## config.mk

```make
export PLATFORM = sky130hd
export DESIGN_NAME = bencode_item_validator
export DESIGN_NICKNAME = d
export VERILOG_FILES = /design/src/rtl/bciv_pkg.sv /design/src/rtl/bciv_stack.sv /design/src/rtl/bencode_item_validator.sv
export SDC_FILE = /design/constraint.sdc
export NUM_CORES = 1
export LEC_CHECK = 0
export BUFFER_PORTS_ARGS = -buffer_cell sky130_fd_sc_hd__buf_2
export CORE_ASPECT_RATIO = 1.1
export CORE_MARGIN = 2
export CORE_UTILIZATION = 46
export CTS_CLUSTER_SIZE = 40
export DETAILED_ROUTE_END_ITERATION = 8
export MAX_ROUTING_LAYER = met4
export PLACE_DENSITY = 0.66
export SYNTH_ARGS = -nofsm -noshare
export SYNTH_HDL_FRONTEND = slang
export SYNTH_SLANG_ARGS = --single-unit
```

## constraint.sdc

```tcl
create_clock -name clock -period 13.26 [get_ports clock]
set_clock_uncertainty 0.15 [all_clocks]
set_input_delay 1.989 -clock clock [delete_from_list [all_inputs] [get_ports clock]]
set_output_delay 1.989 -clock clock [all_outputs]
set_load 0.1 [all_outputs]
```

## src/rtl/bciv_pkg.sv

```systemverilog
package bciv_pkg;

   // Depth counter width follows the 6-bit nesting field
   localparam int NEST_W = 6;

   // Container stack entry codes
   localparam logic [1:0] ENT_NONE    = 2'd0;
   localparam logic [1:0] ENT_LIST    = 2'd1;
   localparam logic [1:0] ENT_DICT_K  = 2'd2;
   localparam logic [1:0] ENT_DICT_V  = 2'd3;

   // Result status codes
   localparam logic [1:0] ST_PROGRESS = 2'd0;
   localparam logic [1:0] ST_COMPLETE = 2'd1;
   localparam logic [1:0] ST_ERROR    = 2'd2;
   localparam logic [1:0] ST_IGNORED  = 2'd3;

   // Token kind codes
   localparam logic [2:0] TK_NONE     = 3'd0;
   localparam logic [2:0] TK_INTEGER  = 3'd1;
   localparam logic [2:0] TK_STRING   = 3'd2;
   localparam logic [2:0] TK_LIST     = 3'd3;
   localparam logic [2:0] TK_DICT     = 3'd4;
   localparam logic [2:0] TK_END      = 3'd5;

   typedef struct packed {
      logic [7:0] data_byte;
      logic       first;
      logic       last;
   } req_type;

   typedef struct packed {
      logic [1:0]        status;
      logic [31:0]       byte_total;
      logic [NEST_W-1:0] nesting;
      logic [2:0]        token_kind;
   } rsp_type;

   // Stack control from the parser to the stack memory
   typedef struct packed {
      logic              push;
      logic [NEST_W-1:0] depth;
      logic [NEST_W-1:0] depth_next;
      logic [1:0]        entry;
   } stack_cmd_type;

endpackage

```

## src/rtl/bciv_stack.sv

```systemverilog
module bciv_stack #(
   parameter int DEPTH = 32
) (
   input  logic                   clock,
   input  bciv_pkg::stack_cmd_type cmd,
   output logic [1:0]             below
);
   import bciv_pkg::*;

   localparam int AW = (DEPTH > 1) ? $clog2(DEPTH) : 1;

   logic [1:0]    stack_mem [DEPTH];
   logic [1:0]    below_ff;
   logic [AW-1:0] wr_addr;
   logic [AW-1:0] rd_addr;
   logic          wr_en;

   // The top entry lives in the parser; push spills the old top to memory
   assign wr_en   = cmd.push && (cmd.depth != '0);
   assign wr_addr = AW'(int'(cmd.depth) - 1);
   // Prefetch the entry just below the next top
   assign rd_addr = AW'(int'(cmd.depth_next) - 2);

   // Write spilled entry
   always_ff @(posedge clock) begin
      if (wr_en) begin
         stack_mem[wr_addr] <= cmd.entry;
      end
   end

   // Registered read, forward a same-cycle spill
   always_ff @(posedge clock) begin
      if (wr_en && (wr_addr == rd_addr)) begin
         below_ff <= cmd.entry;
      end else begin
         below_ff <= stack_mem[rd_addr];
      end
   end

   assign below = below_ff;

endmodule

```

## src/rtl/bencode_item_validator.sv

```systemverilog
// Result: registered and shown in the cycle after its byte transfer.
// Throughput: one byte per cycle unless a held response stalls req_ready; the
// stack top is held in a register and the entry below it is prefetched from the
// stack memory every cycle, so a pop never waits on the memory read.
// Reset: synchronous; parser returns to expect-item, counters clear, max_depth
// returns to 32. Stack memory is not cleared; entries are written on push.
module bencode_item_validator #(
   parameter int DEPTH    = 32,
   parameter int LEN_BITS = 32
) (
   input  logic              clock,
   input  logic              reset,
   input  logic              req_valid,
   output logic              req_ready,
   input  bciv_pkg::req_type req_data,
   output logic              rsp_valid,
   input  logic              rsp_ready,
   output bciv_pkg::rsp_type rsp_data,
   input  logic              csr_valid,
   output logic              csr_ready,
   input  logic [5:0]        csr_data
);
   import bciv_pkg::*;

   // Parser modes
   localparam logic [3:0] M_EXPECT     = 4'd0;
   localparam logic [3:0] M_INT_START  = 4'd1;
   localparam logic [3:0] M_INT_NEG    = 4'd2;
   localparam logic [3:0] M_INT_ZERO   = 4'd3;
   localparam logic [3:0] M_INT_DIGITS = 4'd4;
   localparam logic [3:0] M_STR_ZERO   = 4'd5;
   localparam logic [3:0] M_STR_LEN    = 4'd6;
   localparam logic [3:0] M_STR_BODY   = 4'd7;
   localparam logic [3:0] M_DONE       = 4'd8;
   localparam logic [3:0] M_ERROR      = 4'd9;

   // Characters
   localparam logic [7:0] CH_I     = 8'h69;
   localparam logic [7:0] CH_L     = 8'h6C;
   localparam logic [7:0] CH_D     = 8'h64;
   localparam logic [7:0] CH_E     = 8'h65;
   localparam logic [7:0] CH_MINUS = 8'h2D;
   localparam logic [7:0] CH_ZERO  = 8'h30;
   localparam logic [7:0] CH_NINE  = 8'h39;
   localparam logic [7:0] CH_COLON = 8'h3A;

   localparam int LW = LEN_BITS + 4;

   logic [3:0]          mode_ff, mode_in;
   logic [NEST_W-1:0]   depth_ff, depth_in;
   logic [1:0]          top_ff, top_in;
   logic [LEN_BITS-1:0] rem_ff, rem_in;
   logic [LEN_BITS-1:0] count_ff, count_in;
   logic [5:0]          max_depth_ff;
   logic                rsp_valid_ff;
   rsp_type             rsp_data_ff;

   logic                accept;
   logic [1:0]          below;
   stack_cmd_type       stack_cmd;

   logic [3:0]          mode_cur, mode_c;
   logic [NEST_W-1:0]   depth_cur, depth_c;
   logic [LEN_BITS-1:0] rem_cur, rem_c;
   logic [LEN_BITS-1:0] count_cur, count_c;
   logic [1:0]          top_cur, top_c;
   logic [NEST_W-1:0]   limit;
   logic [7:0]          b;
   logic                is_dig;
   logic [3:0]          dig;
   logic [LW-1:0]       rem_ext, rem_mul;
   logic                push_c, elem_end, err;
   logic [1:0]          status_c;
   logic [2:0]          kind_c;
   rsp_type             rsp_c;

   assign accept    = req_valid && req_ready;
   assign req_ready = !rsp_valid_ff || rsp_ready;
   assign csr_ready = 1'b1;
   assign rsp_valid = rsp_valid_ff;
   assign rsp_data  = rsp_data_ff;

   // Effective state after an optional restart on the first byte
   assign mode_cur  = req_data.first ? M_EXPECT : mode_ff;
   assign depth_cur = req_data.first ? '0 : depth_ff;
   assign rem_cur   = req_data.first ? '0 : rem_ff;
   assign count_cur = req_data.first ? '0 : count_ff;
   assign top_cur   = (depth_cur == '0) ? ENT_NONE : top_ff;

   assign b      = req_data.data_byte;
   assign is_dig = (b >= CH_ZERO) && (b <= CH_NINE);
   assign dig    = 4'(b - CH_ZERO);

   // Next string length: rem * 10 + digit, overflow shows in the top bits
   assign rem_ext = LW'(rem_cur);
   assign rem_mul = (rem_ext << 3) + (rem_ext << 1) + LW'(dig);

   // Nesting limit is the smaller of the register and the stack size
   always_comb begin
      if (int'(max_depth_ff) < DEPTH) begin
         limit = max_depth_ff;
      end else begin
         limit = NEST_W'(DEPTH);
      end
   end

   // Parse one byte
   always_comb begin
      mode_c   = mode_cur;
      depth_c  = depth_cur;
      rem_c    = rem_cur;
      count_c  = count_cur;
      top_c    = top_ff;
      push_c   = 1'b0;
      elem_end = 1'b0;
      err      = 1'b0;
      status_c = ST_PROGRESS;
      kind_c   = TK_NONE;

      if (mode_cur == M_DONE) begin
         status_c = ST_IGNORED;
      end else if (mode_cur == M_ERROR) begin
         status_c = ST_ERROR;
      end else if (&count_cur) begin
         err = 1'b1;
      end else begin
         count_c = count_cur + 1'b1;
         unique case (mode_cur)
            M_EXPECT: begin
               priority if (b == CH_E) begin
                  if (top_cur != ENT_LIST && top_cur != ENT_DICT_K) begin
                     err = 1'b1;
                  end else begin
                     depth_c  = depth_cur - 1'b1;
                     top_c    = below;
                     kind_c   = TK_END;
                     elem_end = 1'b1;
                  end
               end else if (top_cur == ENT_DICT_K) begin
                  if (!is_dig) begin
                     err = 1'b1;
                  end else begin
                     kind_c = TK_STRING;
                     rem_c  = LEN_BITS'(dig);
                     mode_c = (b == CH_ZERO) ? M_STR_ZERO : M_STR_LEN;
                  end
               end else if (b == CH_I) begin
                  kind_c = TK_INTEGER;
                  mode_c = M_INT_START;
               end else if (b == CH_L || b == CH_D) begin
                  if (depth_cur >= limit) begin
                     err = 1'b1;
                  end else begin
                     push_c  = 1'b1;
                     top_c   = (b == CH_L) ? ENT_LIST : ENT_DICT_K;
                     depth_c = depth_cur + 1'b1;
                     kind_c  = (b == CH_L) ? TK_LIST : TK_DICT;
                  end
               end else if (is_dig) begin
                  kind_c = TK_STRING;
                  rem_c  = LEN_BITS'(dig);
                  mode_c = (b == CH_ZERO) ? M_STR_ZERO : M_STR_LEN;
               end else begin
                  err = 1'b1;
               end
            end
            M_INT_START: begin
               priority if (b == CH_MINUS) begin
                  mode_c = M_INT_NEG;
               end else if (b == CH_ZERO) begin
                  mode_c = M_INT_ZERO;
               end else if (is_dig) begin
                  mode_c = M_INT_DIGITS;
               end else begin
                  err = 1'b1;
               end
            end
            M_INT_NEG: begin
               if (!is_dig || b == CH_ZERO) begin
                  err = 1'b1;
               end else begin
                  mode_c = M_INT_DIGITS;
               end
            end
            M_INT_ZERO: begin
               if (b != CH_E) begin
                  err = 1'b1;
               end else begin
                  elem_end = 1'b1;
               end
            end
            M_INT_DIGITS: begin
               if (!is_dig) begin
                  if (b != CH_E) begin
                     err = 1'b1;
                  end else begin
                     elem_end = 1'b1;
                  end
               end
            end
            M_STR_ZERO: begin
               if (b != CH_COLON) begin
                  err = 1'b1;
               end else begin
                  elem_end = 1'b1;
               end
            end
            M_STR_LEN: begin
               priority if (is_dig) begin
                  if (|rem_mul[LW-1:LEN_BITS]) begin
                     err = 1'b1;
                  end else begin
                     rem_c = rem_mul[LEN_BITS-1:0];
                  end
               end else if (b != CH_COLON) begin
                  err = 1'b1;
               end else begin
                  mode_c = M_STR_BODY;
               end
            end
            M_STR_BODY: begin
               if (rem_cur != '0) begin
                  rem_c = rem_cur - 1'b1;
               end
               if (rem_c == '0) begin
                  elem_end = 1'b1;
               end
            end
            default: begin
               err = 1'b1;
            end
         endcase

         // Close an element: finish the item or flip the dict slot
         if (elem_end) begin
            if (depth_c == '0) begin
               mode_c   = M_DONE;
               status_c = ST_COMPLETE;
            end else begin
               mode_c = M_EXPECT;
               if (top_c == ENT_DICT_K) begin
                  top_c = ENT_DICT_V;
               end else if (top_c == ENT_DICT_V) begin
                  top_c = ENT_DICT_K;
               end
            end
         end

         // Truncated buffer
         if (!err && status_c == ST_PROGRESS && req_data.last) begin
            err = 1'b1;
         end
      end

      // Error is sticky
      if (err) begin
         mode_c   = M_ERROR;
         status_c = ST_ERROR;
         kind_c   = TK_NONE;
      end
   end

   // Hold state unless a byte transfers
   assign mode_in  = accept ? mode_c : mode_ff;
   assign depth_in = accept ? depth_c : depth_ff;
   assign top_in   = accept ? top_c : top_ff;
   assign rem_in   = accept ? rem_c : rem_ff;
   assign count_in = accept ? count_c : count_ff;

   assign rsp_c.status     = status_c;
   assign rsp_c.byte_total = 32'(count_c);
   assign rsp_c.nesting    = depth_c;
   assign rsp_c.token_kind = kind_c;

   // Spill the old top on push; prefetch below the next top
   assign stack_cmd.push       = accept && push_c;
   assign stack_cmd.depth      = depth_cur;
   assign stack_cmd.depth_next = depth_in;
   assign stack_cmd.entry      = top_ff;

   bciv_stack #(
      .DEPTH(DEPTH)
   ) u_stack (
      .clock(clock),
      .cmd  (stack_cmd),
      .below(below)
   );

   // Control registers
   always_ff @(posedge clock) begin
      if (reset) begin
         mode_ff      <= M_EXPECT;
         depth_ff     <= '0;
         rem_ff       <= '0;
         count_ff     <= '0;
         max_depth_ff <= 6'd32;
         rsp_valid_ff <= 1'b0;
      end else begin
         mode_ff      <= mode_in;
         depth_ff     <= depth_in;
         rem_ff       <= rem_in;
         count_ff     <= count_in;
         rsp_valid_ff <= accept || (rsp_valid_ff && !rsp_ready);
         if (csr_valid && csr_ready) begin
            max_depth_ff <= csr_data;
         end
      end
   end

   // Payload registers
   always_ff @(posedge clock) begin
      top_ff <= top_in;
      if (accept) begin
         rsp_data_ff <= rsp_c;
      end
   end

endmodule
```

# Word-level counts from Yosys, hierarchy flattened
# Memories as Yosys holds them, arrays and structs flattened. A register that Yosys moved wholly into a read port is not among the register bits.
# Index checks and enable logic that the tools add are counted.
# word_totals
wordCells	213
latchBits	0
mem_count	1
input_bits	21
register_bits	126
ram_bits	64
out_inout_bits	46
mem_bits_ro	0
# classes
n_eq_ne	22
muxes	133
magnitude_cmp	4
n_addsub	9
n_reduce_logical	28
multipliers	0
shift	0
n_div	0
bitwise	4
# mem_list
memory	depth	word_bits	read_ports	rd_ports_with_merged_regs	write_ports	line	text
u_stack.stack_mem	32	2	1	1	1	bciv_stack.sv:12	logic [1:0] stack_mem [DEPTH];
# ops
operator	count
32-bit two-way mux	20
6-bit two-way mux	16
32-bit one-hot mux with 3 select lines	1
4-bit two-way mux	18
1-bit two-way mux	46
2-bit two-way mux	22
35-bit by 33-bit adder with 36-bit output	1
36-bit by 4-bit adder with 36-bit output	1
32-bit by 1-bit adder with 32-bit output (second input constant)	1
8-bit by 7-bit equality test with 1-bit output (second input constant)	4
32-bit zero test	1
32-bit AND reduction	1
32-bit nonzero test	1
32-bit by 1-bit subtractor with 32-bit output (second input constant)	1
3-bit two-way mux	7
4-bit by 3-bit equality test with 1-bit output (second input constant)	4
8-bit by 6-bit equality test with 1-bit output (second input constant)	2
4-bit one-hot mux with 4 select lines	1
6-bit zero test	2
4-bit by 2-bit equality test with 1-bit output (second input constant)	2
4-bit equality test (second input constant)	2
8-bit by 6-bit >= comparator with 1-bit output (second input constant)	1
8-bit by 6-bit less-or-equal comparator with 1-bit output (second input constant)	1
1-bit logical AND	8
other kinds (25)	36

# Longest topological paths before layout
# Gate-level depths: netlist (run 1).
# logic_depth
ltp_word	26
mapped_depth	23

# Modules after synthesis
# Synthesis (run 1) repeated with hierarchy kept, for this count alone.
# hier_totals
cells_unflattened	1682
area_unflattened_um2	14153.6
# by_module_without_submodules
mod	instances	area_per_inst_um2	seq_area_each_um2	cells_each
bencode_item_validator	1	11255.8	2972.9	1482
bciv_stack	1	2897.8	2021.9	200

# Worst setup path after synthesis (run 1)
# Ideal clock, no wire load.
# synth_path
kind	in2reg
startpoint	in req_data[1] (netlist name)
endpoint	reg rsp_data_ff (netlist bit rsp_data[2]), data pin
setup_time_ns	0.158
setup_slack_ns	5.483
cell_stages	21
arrival_time_ns	7.469
required_ns	12.952
path_cell_list	clkbuf_1 -> clkbuf_1 -> buf_1 -> clkbuf_1 -> clkbuf_1 -> clkbuf_1 -> clkbuf_1 -> buf_1 -> nor2_1 -> ha_1 -> a21o_1 -> nor2b_1 -> o311ai_1 -> nand3_1 -> a311o_1 -> a222oi_1 -> nor4b_2 -> nor2_1 -> a221oi_4 -> inv_4 -> a211oi_2
# synth_via
elab_chain_cells	25
word_cells_on_any_way	86
classes_between	add/sub: 5; order compare: 1; eq/ne: 12; mux: 54; bitwise: 1; reduce/logical: 13
# synth_lines
item	line	text
start: declaration	bencode_item_validator.sv:15	input bciv_pkg::req_type req_data,
32-bit two-way mux / 6-bit two-way mux (equally long branches)	bencode_item_validator.sv:86, bencode_item_validator.sv:85	
32-bit by 1-bit subtractor with 32-bit output, or another cell as far along	bencode_item_validator.sv:223	rem_c = rem_cur - 1'b1;
32-bit two-way mux, or another cell as far along	bencode_item_validator.sv:222	if (rem_cur != '0) begin
32-bit two-way mux, or another cell as far along	bencode_item_validator.sv:128	unique case (mode_cur)
32-bit two-way mux, or another cell as far along	bencode_item_validator.sv:124	end else if (&count_cur) begin
32-bit two-way mux, or another cell as far along	bencode_item_validator.sv:122	end else if (mode_cur == M_ERROR) begin
32-bit two-way mux / 6-bit two-way mux (equally long branches)	bencode_item_validator.sv:120, bencode_item_validator.sv:130	
32-bit zero test / 6-bit two-way mux (equally long branches)	bencode_item_validator.sv:225, bencode_item_validator.sv:128	
[8 not listed]	--	
2-bit two-way mux	bencode_item_validator.sv:120	if (mode_cur == M_DONE) begin
2-bit zero test	bencode_item_validator.sv:250	if (!err && status_c == ST_PROGRESS && req_data.last) begin
1-bit logical AND (2 in a row)	bencode_item_validator.sv:250	
1-bit two-way mux	bencode_item_validator.sv:250	
1-bit two-way mux	bencode_item_validator.sv:124	
1-bit two-way mux	bencode_item_validator.sv:122	
1-bit two-way mux	bencode_item_validator.sv:120	
5-bit OR reduction (no line)	--	
end signal: assignment	bencode_item_validator.sv:314	rsp_data_ff <= rsp_c;
end: declaration	bencode_item_validator.sv:56	rsp_type rsp_data_ff;
# Several ways; a longest one is shown, not always the timed one. The select of a mux whose other input is x is not followed.
# A chain may end at the register's enable or synchronous reset.

# Worst setup path after layout (run 1)
# layout_path
startpoint	in req_data[1] (netlist name)
endpoint	reg rem_ff[12]
# layout_via
elab_chain_cells	11
word_cells_on_any_way	34
classes_between	add/sub: 3; eq/ne: 5; mux: 21; reduce/logical: 5
# layout_lines
item	line	text
parallel branches: the longest is 10 deep, another holds 35-bit by 33-bit adder with 36-bit output	--	
32-bit two-way mux (*)	bencode_item_validator.sv:120	
end signal: assignment	bencode_item_validator.sv:301	rem_ff <= rem_in;
end: declaration	bencode_item_validator.sv:52	logic [LEN_BITS-1:0] rem_ff, rem_in;
# Mark *: on every way between the ends. The select of a mux whose other input is x is not followed.

==> impl_results.md, run 1 <==
* R2r worst-path depth at 15
* Maximum number of pins on one net before global-route repair at about 80
* Chip Width at about 170 um
* Ratio of cells with drive above 1 in the final layout at 0.1091
* Initial core utilization at 0.4671
* Drt drc at 0
* Final setup margin at 5.055 ns
* TritonCTS clock tree: built
* CORE AREA at 29,560 um2
* DR WL/cell at around 21 um
* Worst vdd ir at about 65 uV
* Post-synthesis mux area share at 0.04685
* #FFs+latches synth at between 150 and 200
* CTS sink cnt at between 150 and 200
* CP Data Required Time at around 13 ns
* CTS root buf: clkbuf_16
* Worst hold path class: flip-flop to flip-flop
* Setup crit end kind: flip-flop
* Top Ports at 67
* Adder-Cell Fraction of Synth Area at 0.06669
* Critical path arrival at 8.44 ns
* Post-CTS setup buffer count at 0
* Number of global-route vias before repair at roughly 12,000
* Worst setup startpoint: req_data[1]
* Top_reg_cell synth: edfxtp_1
* Tightest Pin Transition at ~1.1 ns
* Fin. max-slew vios at 0
* Syn_nets at ~1,700
* Hold buffers post-CTS at 0
* RR Endpoint: rem_ff[12]$_SDFFE_PP0P_
* Reg2reg start: rem_ff[0]$_SDFFE_PP0P_
* Place WS at 4.754 ns
* Via count at roughly 13,000
* Largest cells by area after synthesis: edfxtp_1 (24%), dfxtp_1 (12%), ha_1 (6.5%), nor2_1 (5.6%), nand2_1 (4.6%)
* Top-area cell type share of the netlist area at 0.2370
* CTS Buf Count at 17
* Cell variety after synth at about 100
* Simple-gate share of the synthesized area at 0.2396
* Synth Area per Inst at 8.652 um2
* Initial antenna violation count at 0
* Post-Route WL at about 42 mm
* Hold_sp: depth_ff[5]$_SDFFE_PP0P_
* Post-layout min period at slightly above 8 ns
* Diodes inserted at 0
* Area leader, netlist: edfxtp_1
* CTS-repair resized insts at 0
* RSZ-0062 raised after global routing: no
* Fmax at around 0.12 GHz
* Placer Congestion at roughly 0.95
* Post-layout net count at 1,703
* Ys Warns at 0
* Die ar. at around 31,000 um2
* H-tree levels at 4
* Max-cap check violation count at 0
* Setup crit end: rem_ff[12]$_SDFFE_PP0P_
* Worst setup SP type: input port
* FFs w/ async S/R, synth at 0
* R2R setup slack at between 7 and 8 ns
* Cell Rows at between 60 and 70
* Post-synthesis compound-gate area fraction at 0.1988
* Tot GR Track Use at 0.2758
* Via density at between 6 and 7
* Power per cell area at 94.50 nW/um2
* CP max FO at 59
* Post-synth EDFFs at approximately 110
* Period utilisation layout at 0.6188
* Fill count at 2,854
* Die height at 185.7 um
* Starting DRT DRC Count at approximately 1,300
* Detail Route Antenna Nets at 0
* Setup_tns at 0 ns
* Clock transition at the registers of the reported paths at approximately 0.090 ns
* Crit path kind: input port to flip-flop
* DP HPWL at between 30 and 40 mm
* Lkg Pwr at approximately 5.5 nW
* Status: complete, no violations
* Slew margin rel. at 0.2730
* First-pass DRT Iterations at 5
* Pwr Total at 1.418 mW
* Most common cell after layout, fill and taps aside: nor2_1
* Clock latency on the worst-skew pair at about 0.45 ns
* Port Buffers at 65
* Endpoints failing hold at 0
* Mapped Cells at about 1,600
* First-pass GRT wire length at ~66 mm
* Grt ovf at 0
* Post-synthesis sequential area ratio at 0.3617
* Largest family of logic cells by synthesized area: simple AND/OR/NAND/NOR gates
* Area growth from synthesis to layout at 8.645%
* Most frequent cells in the layout: nor2_1 (204), nand2_1 (170), a21oi_1 (110), edfxtp_1 (109), o21ai_0 (93)
* Final number of setup-violating endpoints at 0
* Syn Std Cell Area at 13,810 um2
* Synth Area in XOR/XNOR at 0.05074
* CTS max path bufs at 2
how the worst min path moves through the flow:
stage                                     endpoint  cells past startpoint  slack [ns]
final                     depth_ff[5]$_SDFFE_PP0P_                      2        0.32
after global routing      depth_ff[5]$_SDFFE_PP0P_                      2        0.35
after CTS                 depth_ff[5]$_SDFFE_PP0P_                      2        0.32
after detailed placement  depth_ff[5]$_SDFFE_PP0P_                      2        0.31
after global placement    depth_ff[5]$_SDFFE_PP0P_                      2        0.29
after floorplan           depth_ff[5]$_SDFFE_PP0P_                      2        0.28
cells in the mapped netlist, types with 6 or more instances:
cell type,n
and2_1,25
a211oi_1,10
ha_1,72
nor2b_1,41
a221oi_1,8
xor2_1,22
a31oi_1,17
and3_1,14
o31ai_1,13
buf_1,9
a21oi_1,110
or3_1,18
edfxtp_1,109
clkbuf_1,79
o21ai_0,93
dfxtp_1,86
o21a_1,13
or2_2,6
o211ai_1,12
nor2_1,205
o2bb2ai_1,18
o22ai_1,6
nor3_1,51
mux4_2,20
xnor2_1,58
and4_1,9
nand3_1,36
a211o_1,6
nand2b_1,14
nand2_1,171
nand4b_1,6
nor3b_1,7
nand4_1,22
mux2i_1,14
a22oi_1,18
nor4_1,20
a21o_1,9
inv_1,31
critical path, stage by stage:
cell and delay, ns:
buf_4 0.29, buf_4 0.60, buf_4 0.55, nand2b_1 0.29, inv_1 0.13, ha_1 0.31, ha_1 0.35, a21oi_1 0.20
nor2_1 0.06, a211oi_1 0.55, a21oi_1 0.19, or3_1 0.41, a222oi_1 0.43, or4b_1 0.70, nor2_2 0.92, a221oi_1 0.23
o2bb2ai_1 0.18
registers in the layout, summed over array words and instances, names as in the netlist, named ones only:
signal,count
mode_ff,4
count_ff,32
rsp_valid,1
rsp_data,43
u_stack.stack_mem,64
top_ff,2
rem_ff,32
max_depth_ff,6
depth_ff,6
power breakdown:
group / switching [mW] / internal [mW]
registers: 0.0128 / 0.651
clock network: 0.271 / 0.256
logic: 0.169 / 0.0572
metrics by stage:
| step | std cells | instance area, um2 | hold WS, ns | util |
|---|---|---|---|---|
| 3_5_place_dp | 1964 | 14410 | 0.3129 | 0.4873 |
| 5_1_grt | 1996 | 15000 | 0.3465 | 0.5074 |
| 3_3_place_gp | 1964 | 14410 | 0.2884 | 0.4873 |
| 6_report | 1996 | 15000 | 0.3207 | 0.5074 |
| 2_1_floorplan | 1596 | 13810 | 0.2818 | - |
| 4_1_cts | 1996 | 15000 | 0.3230 | 0.5074 |
layout make-up:
| type | instances | area, um2 | share of cell area |
|---|---|---|---|
| clock buffer | 17 | 425.4 | 0.02836 |
| clock inverter | 15 | 171.4 | 0.01143 |
| inverter | 33 | 126.4 | 0.008424 |
| multi-input combinational | 1276 | 8330 | 0.5553 |
| sequential | 195 | 4995 | 0.3329 |
| tap | 374 | 467.9 | 0.03119 |
| timing repair buffer | 86 | 485.5 | 0.03236 |
layer usage:
layer,track usage,vias to the layer above,share of wire
met5,-,-,0
met4,0.1262,0,0.042
met3,0.03232,124,0.062
met2,0.4491,577,0.47
met1,0.3458,6007,0.42
li1,-,5938,-
kinds of logic after synthesis:
kind of cell / Yosys count
AO/OA/AOI/OAI: 411
other: 1
XOR/XNOR: 80
multiplexers: 39
adder cells (fa/ha/maj): 73
buffers and inverters: 125
flip-flops: 195
AND/OR/NAND/NOR: 672
Power figures use the tool's default switching activity.
==> run 2: changes to the inputs <==
--- a/config.mk
+++ b/config.mk
@@ -5,6 +5,7 @@
 export SDC_FILE = /design/constraint.sdc
 export NUM_CORES = 1
 export LEC_CHECK = 0
+export ABC_AREA = 1
 export BUFFER_PORTS_ARGS = -buffer_cell sky130_fd_sc_hd__buf_2
 export CORE_ASPECT_RATIO = 1.1
 export CORE_MARGIN = 2
==> constraint.sdc (replaced) <==
create_clock -name clock -period 8.1 [get_ports clock]
set_clock_uncertainty 0.15 [all_clocks]
set_input_delay 1.215 -clock clock [delete_from_list [all_inputs] [get_ports clock]]
set_output_delay 1.215 -clock clock [all_outputs]
set_load 0.1 [all_outputs]
==> impl_results.md, run 2 <==
* Tightest Pin Transition at 1.166 ns
* Synth Area per Inst at 6.873 um2
* Lkg Pwr at 7.340 nW
* CTS-repair resized insts at 0
* Worst setup SP type: input port
* Die ar. at about 33,000 um2
* Endpoints failing hold at 0
* Post-layout net count at roughly 2,200
* CTS max path bufs at 2
* Drt drc at 0
* CTS sink cnt at just under 200
* Ys Warns at 0
* CP max FO at 29
* Post-synth EDFFs at between 100 and 150
* Hold buffers post-CTS at 0
* TritonCTS clock tree: built
* FFs w/ async S/R, synth at 0
* Final number of setup-violating endpoints at 0
* DR WL met2 at ~23 mm
* CTS root buf: clkbuf_16
* Worst hold path class: flip-flop to flip-flop
* Placer Congestion at approximately 0.98
* RSZ-0062 raised after global routing: no
* #FFs+latches synth at a little under 200
* First-pass DRT Iterations at 8
* Status: complete, no violations
* Setup crit end kind: flip-flop
* Crit path kind: input port to flip-flop
* Max FFs per register at 64
* Fill count at around 3,200
* Syn Std Cell Area at approximately 15,000 um2
* DP HPWL at 34.82 mm
* Cell variety after synth at 53
* Detail Route Antenna Nets at 0
* Top post-synthesis cells by count: nand2_1 (463), nor2_1 (345), inv_1 (238), o21ai_0 (164), a21oi_1 (144)
* Starting DRT DRC Count at 1,361
* Post-CTS setup buffer count at 0
* Initial core utilization at 0.4649
* Period utilisation layout at 0.7686
* Fmax at 0.1606 GHz
* Top_reg_cell synth: edfxtp_1
* Most flop-heavy register: u_stack.stack_mem
* Slew margin rel. at 0.2220
* Post-Route WL at roughly 47 mm
* Initial antenna violation count at 0
* Critical path arrival at about 6.5 ns
* Number of global-route vias before repair at around 14,000
* Max-cap check violation count at 0
* Area of the multi-input gates at between 8000 and 9000 um2
* Maximum number of pins on one net before global-route repair at 67
* Area post-placement at around 15,000 um2
* H-tree levels at 4
* CORE AREA at ~31,000 um2
* Via density at 5.553
* Clock latency on the worst-skew pair at about 0.45 ns
* First-pass GRT wire length at ~74 mm
* Worst vdd ir at about 140 uV
* Largest cells by area after synthesis: edfxtp_1 (23%), nand2_1 (12%), dfxtp_1 (12%), nor2_1 (8.9%), ha_1 (6.2%)
* Post-synthesis sequential area ratio at 0.3441
* Setup_tns at 0 ns
* Syn_nets at approximately 2,200
* Top-area cell type share of the netlist area at 0.2255
* Metal-1 WL at ~19 mm
* Power per cell area at 168.8 nW/um2
* DR WL/cell at between 15 and 20 um
* R2R setup slack at between 3 and 4 ns
* Diodes inserted at 0
* Sequential Area at ~5000 um2
* Fin. max-slew vios at 0
* Port Buffers at 65
* CP Data Required Time at between 8 and 9 ns
* Most repeated cell in the gate-level netlist after synthesis: nand2_1
* Top Ports at 67
* DR WL met3 at 2.816 mm
* Clock transition at the registers of the reported paths at around 0.080 ns
* Fin area at between 15,000 and 20,000 um2
* Die height at roughly 190 um
* Ratio of cells with drive above 1 in the final layout at 0.07796
* CTS Buf Count at 17
* Grt ovf at 0
* Most common cell after layout, fill and taps aside: nand2_1
* Tot GR Track Use at 0.2927
* Post-layout min period at 6.226 ns
* Cell Rows at 68
* Area leader, netlist: edfxtp_1
* Mapped Cells at about 2,100
* Most frequent cells in the layout: nand2_1 (462), nor2_1 (345), inv_1 (237), o21ai_0 (164), a21oi_1 (144)
* Area growth from synthesis to layout at 8.336%
* Max layer used: met4
* Chip Width at 173.4 um
* Via count at ~14,000
[run 2: cell types whose count changed after synthesis, sizes merged, moves of 23 or more]
| cell | previous run | this run |
|---|---|---|
| nand2 | 172 | 487 |
| inv | 32 | 244 |
| nor2 | 205 | 359 |
| nand3 | 36 | 138 |
| o21ai | 99 | 176 |
| nor2b | 41 | 0 |
| clkbuf | 79 | 45 |
| a21oi | 111 | 144 |
| xnor2 | 58 | 28 |
| nor3 | 53 | 25 |
| and2 | 26 | 0 |
| xor2 | 22 | 45 |
[run 2: worst paths after layout]
| kind | start | endpoint | cells past startpoint |
|---|---|---|---|
| worst max-delay path | req_data[1] | rem_ff[30]$_SDFFE_PP0P_ | 20 |
| worst min-delay path | max_depth_ff[0]$_SDFFE_PP0P_ | max_depth_ff[0]$_SDFFE_PP0P_ | 2 |
| worst max register to register | rem_ff[22]$_SDFFE_PP0P_ | rem_ff[30]$_SDFFE_PP0P_ | 19 |
| worst min register to register | max_depth_ff[0]$_SDFFE_PP0P_ | max_depth_ff[0]$_SDFFE_PP0P_ | 2 |
[run 2: worst max-delay path, cell delays in order]
cell	delay (ns)
buf_2	0.12
inv_2	0.52
buf_4	0.35
nand2_2	0.11
inv_1	0.18
ha_1	0.27
ha_1	0.35
a21oi_1	0.19
o21ai_0	0.21
a21oi_1	0.21
nand3_1	0.27
nand2_1	0.12
nand2_1	0.06
nor2_1	0.14
nand3_1	0.61
nor2_2	0.54
inv_1	0.45
o211ai_1	0.31
nand2_1	0.08
a21oi_1	0.13
[run 2: area by class of cell]
class | instances | share of cell area
inverter | 244 | 0.05832
tap | 420 | 0.03342
timing repair buffer | 83 | 0.02928
clock buffer | 18 | 0.02729
sequential | 195 | 0.3176
multi-input combinational | 1601 | 0.5259
clock inverter | 14 | 0.008116
[run 2: kinds of logic after synthesis]
| logic type | share of synthesized area |
|---|---|
| buffers and inverters | 0.08663 |
| xor gates and xnor gates | 0.04405 |
| DFF | 0.3441 |
| adders and majority gates | 0.06344 |
| and+or+nand+nor | 0.3024 |
| other | 0.0002584 |
| AOI/OAI and AO/OA | 0.1591 |
[run 2: power breakdown]
| group | internal (mW) | switching, mW | leakage, nW |
|---|---|---|---|
| Combinational | 0.174 | 0.518 | 5.33 |
| Clock | 0.428 | 0.400 | 0.272 |
| Sequential | 1.09 | 0.0399 | 1.73 |
[run 2: metrics by stage]
step                cells  utilization  worst slack (ns)  power [mW]  hold slack [ns]
global placement     2543       0.4858             1.601       1.834           0.3021
finish               2575       0.5036             1.874       2.654           0.3161
global route         2575       0.5036             1.446       2.762           0.3588
floorplan            2112            -             3.436       1.650           0.2799
CTS                  2575       0.5036             1.976       2.654           0.3195
detailed placement   2543       0.4858             1.507       1.834           0.3091
[run 2: metal layers]
metal  up-vias  GRT usage
met3       102    0.03848
li1       7088          -
met1      6563     0.3436
met4         0     0.1418
met2       546     0.4977
met5         -          -
==> run 3: changes to the inputs <==
--- a/config.mk
+++ b/config.mk
@@ -13,7 +13,7 @@
 export CTS_CLUSTER_SIZE = 40
 export DETAILED_ROUTE_END_ITERATION = 8
 export MAX_ROUTING_LAYER = met4
-export PLACE_DENSITY = 0.66
+export PLACE_DENSITY = 0.68
 export SYNTH_ARGS = -nofsm -noshare
 export SYNTH_HDL_FRONTEND = slang
 export SYNTH_SLANG_ARGS = --single-unit
==> constraint.sdc (replaced) <==
create_clock -name clock -period 5.7 [get_ports clock]
set_clock_uncertainty 0.15 [all_clocks]
set_input_delay 0.855 -clock clock [delete_from_list [all_inputs] [get_ports clock]]
set_output_delay 0.855 -clock clock [all_outputs]
set_load 0.1 [all_outputs]
==> impl_results.md, run 3 (synthesized netlist as in run 2, its figures left out) <==
* Clock transition at the registers of the reported paths at ~0.070 ns
* Lkg Pwr at between 7 and 8 nW
* DR WL/cell at between 15 and 20 um
* Tot GR Track Use at 0.2938
* Number of global-route vias before repair at around 14,000
* CP Data Required Time at 5.72 ns
* TritonCTS clock tree: built
* Finished Layout Cells at between 2,000 and 3,000
* Clock latency on the worst-skew pair at roughly 0.45 ns
* Fin util at 0.5060
* Fin. max-slew vios at 0
* CTS-repair resized insts at 0
* Starting DRT DRC Count at roughly 1,300
* Post-layout net count at between 2,000 and 2,500
* Final setup margin at 0.8887 ns
* Area growth from synthesis to layout at 8.853%
* Crit path kind: input port to flip-flop
* First-pass DRT Iterations at 7
* R2R setup slack at approximately 1.4 ns
* Ratio of cells with drive above 1 in the final layout at 0.08222
* Via density at ~5.6
* Slew margin rel. at 0.2535
* Setup crit end kind: flip-flop
* CTS max path bufs at 2
* Fmax at between 0.2 and 0.25 GHz
* Post-CTS setup buffer count at 0
* First-pass GRT wire length at 74.70 mm
* Top Ports at 67
* Most flop-heavy register: u_stack.stack_mem
* CP max FO at 31
* Place WS at ~0.54 ns
* Max FFs per register at between 60 and 70
* Post-layout min period at 4.811 ns
* Detail Route Antenna Nets at 0
* Hold_ws at roughly 0.31 ns
* Critical path arrival at between 4 and 5 ns
* Chip Width at approximately 170 um
* Placer Congestion at ~1.0
* Setup_tns at 0 ns
* Most frequent cells in the layout: nand2_1 (462), nor2_1 (345), inv_1 (237), o21ai_0 (164), a21oi_1 (144)
* Dpl cells at between 2,000 and 3,000
* Hold buffers post-CTS at 0
* Most common cell after layout, fill and taps aside: nand2_1
* Post-Route WL at 46.96 mm
* Port Buffers at 65
* Worst vdd ir at 210.7 uV
* Period utilisation layout at 0.8441
* Grt ovf at 0
* Via count at about 15,000
* Die ar. at roughly 33,000 um2
* Endpoints failing hold at 0
* Max-cap check violation count at 0
* Initial core utilization at 0.4649
* RSZ-0062 raised after global routing: no
* CORE AREA at ~31,000 um2
* Die height at 190.3 um
* Worst setup SP type: input port
* Power per cell area at about 240 nW/um2
* DP HPWL at between 30 and 40 mm
* Diodes inserted at 0
* CTS sink cnt at 195
* Initial antenna violation count at 0
* Final number of setup-violating endpoints at 0
* CTS Buf Count at 17
* Drt drc at 0
* H-tree levels at 4
* Status: complete, no violations
* Worst hold path class: flip-flop to flip-flop
* Tightest Pin Transition at 1.120 ns
* Maximum number of pins on one net before global-route repair at 87
* Cell Rows at 68
* CTS root buf: clkbuf_16
==> run 3: cell types whose count changed in the layout (fill, tap and decap cells not counted), sizes merged <==
cell      previous run  this run
bufinv               1         0
clkinvlp             1         3
buf                 83        93
clkinv               8         4
clkbuf              18        21
==> run 3: path summary, 6_finish.rpt <==
check / startpoint / to / depth (start not counted)
worst min register to register: max_depth_ff[0]$_SDFFE_PP0P_ / max_depth_ff[0]$_SDFFE_PP0P_ / 2
worst max register to register: depth_ff[1]$_SDFF_PP0_ / top_ff[0]$_DFFE_PP_ / 17
worst min-delay path: max_depth_ff[0]$_SDFFE_PP0P_ / max_depth_ff[0]$_SDFFE_PP0P_ / 2
worst max-delay path: req_data[1] / top_ff[0]$_DFFE_PP_ / 18
==> run 3: where the power goes <==
group,switching [mW],internal [mW]
combinational,0.732,0.254
sequential,0.0553,1.55
clock,0.568,0.581
total,1.36,2.39
==> run 3: final cells by class <==
type / count / area [um2]
clock inverters: 11 / 93.84
flip-flops and latches: 195 / 4995
multi-input cells: 1601 / 8270
inverters: 244 / 917.1
well taps: 420 / 525.5
repair buffers: 93 / 548.0
fillers: 3168 / 15420
clock buffers: 21 / 450.4
==> run 3: per-stage QoR <==
stage          total power [mW]  area (um2)
2_1_floorplan             2.345       14520
3_3_place_gp              2.606       15260
3_5_place_dp              2.613       15260
4_1_cts                   3.748       15800
5_1_grt                   3.904       15800
6_report                  3.745       15800
==> run 3: per-layer routing <==
metal,wire [um],up-vias,global-route usage
li1,-,7100,-
met1,19560,6831,0.3534
met2,22680,515,0.4966
met3,2607,113,0.02951
met4,2116,0,0.1418
met5,0,-,-
==> run 3: worst max-delay path, stage by stage <==
cell	delay, ns
buf_2	0.12
buf_4	0.26
nor2_1	0.51
inv_1	0.24
ha_1	0.28
nand4_1	0.15
nand2_1	0.07
ha_1	0.34
nor2_1	0.38
nand2_1	0.34
inv_1	0.26
nand2_1	0.11
nand2_1	0.08
nand2_1	0.04
nand2_1	0.08
nand2_1	0.09
o21ai_0	0.47
a21oi_1	0.14
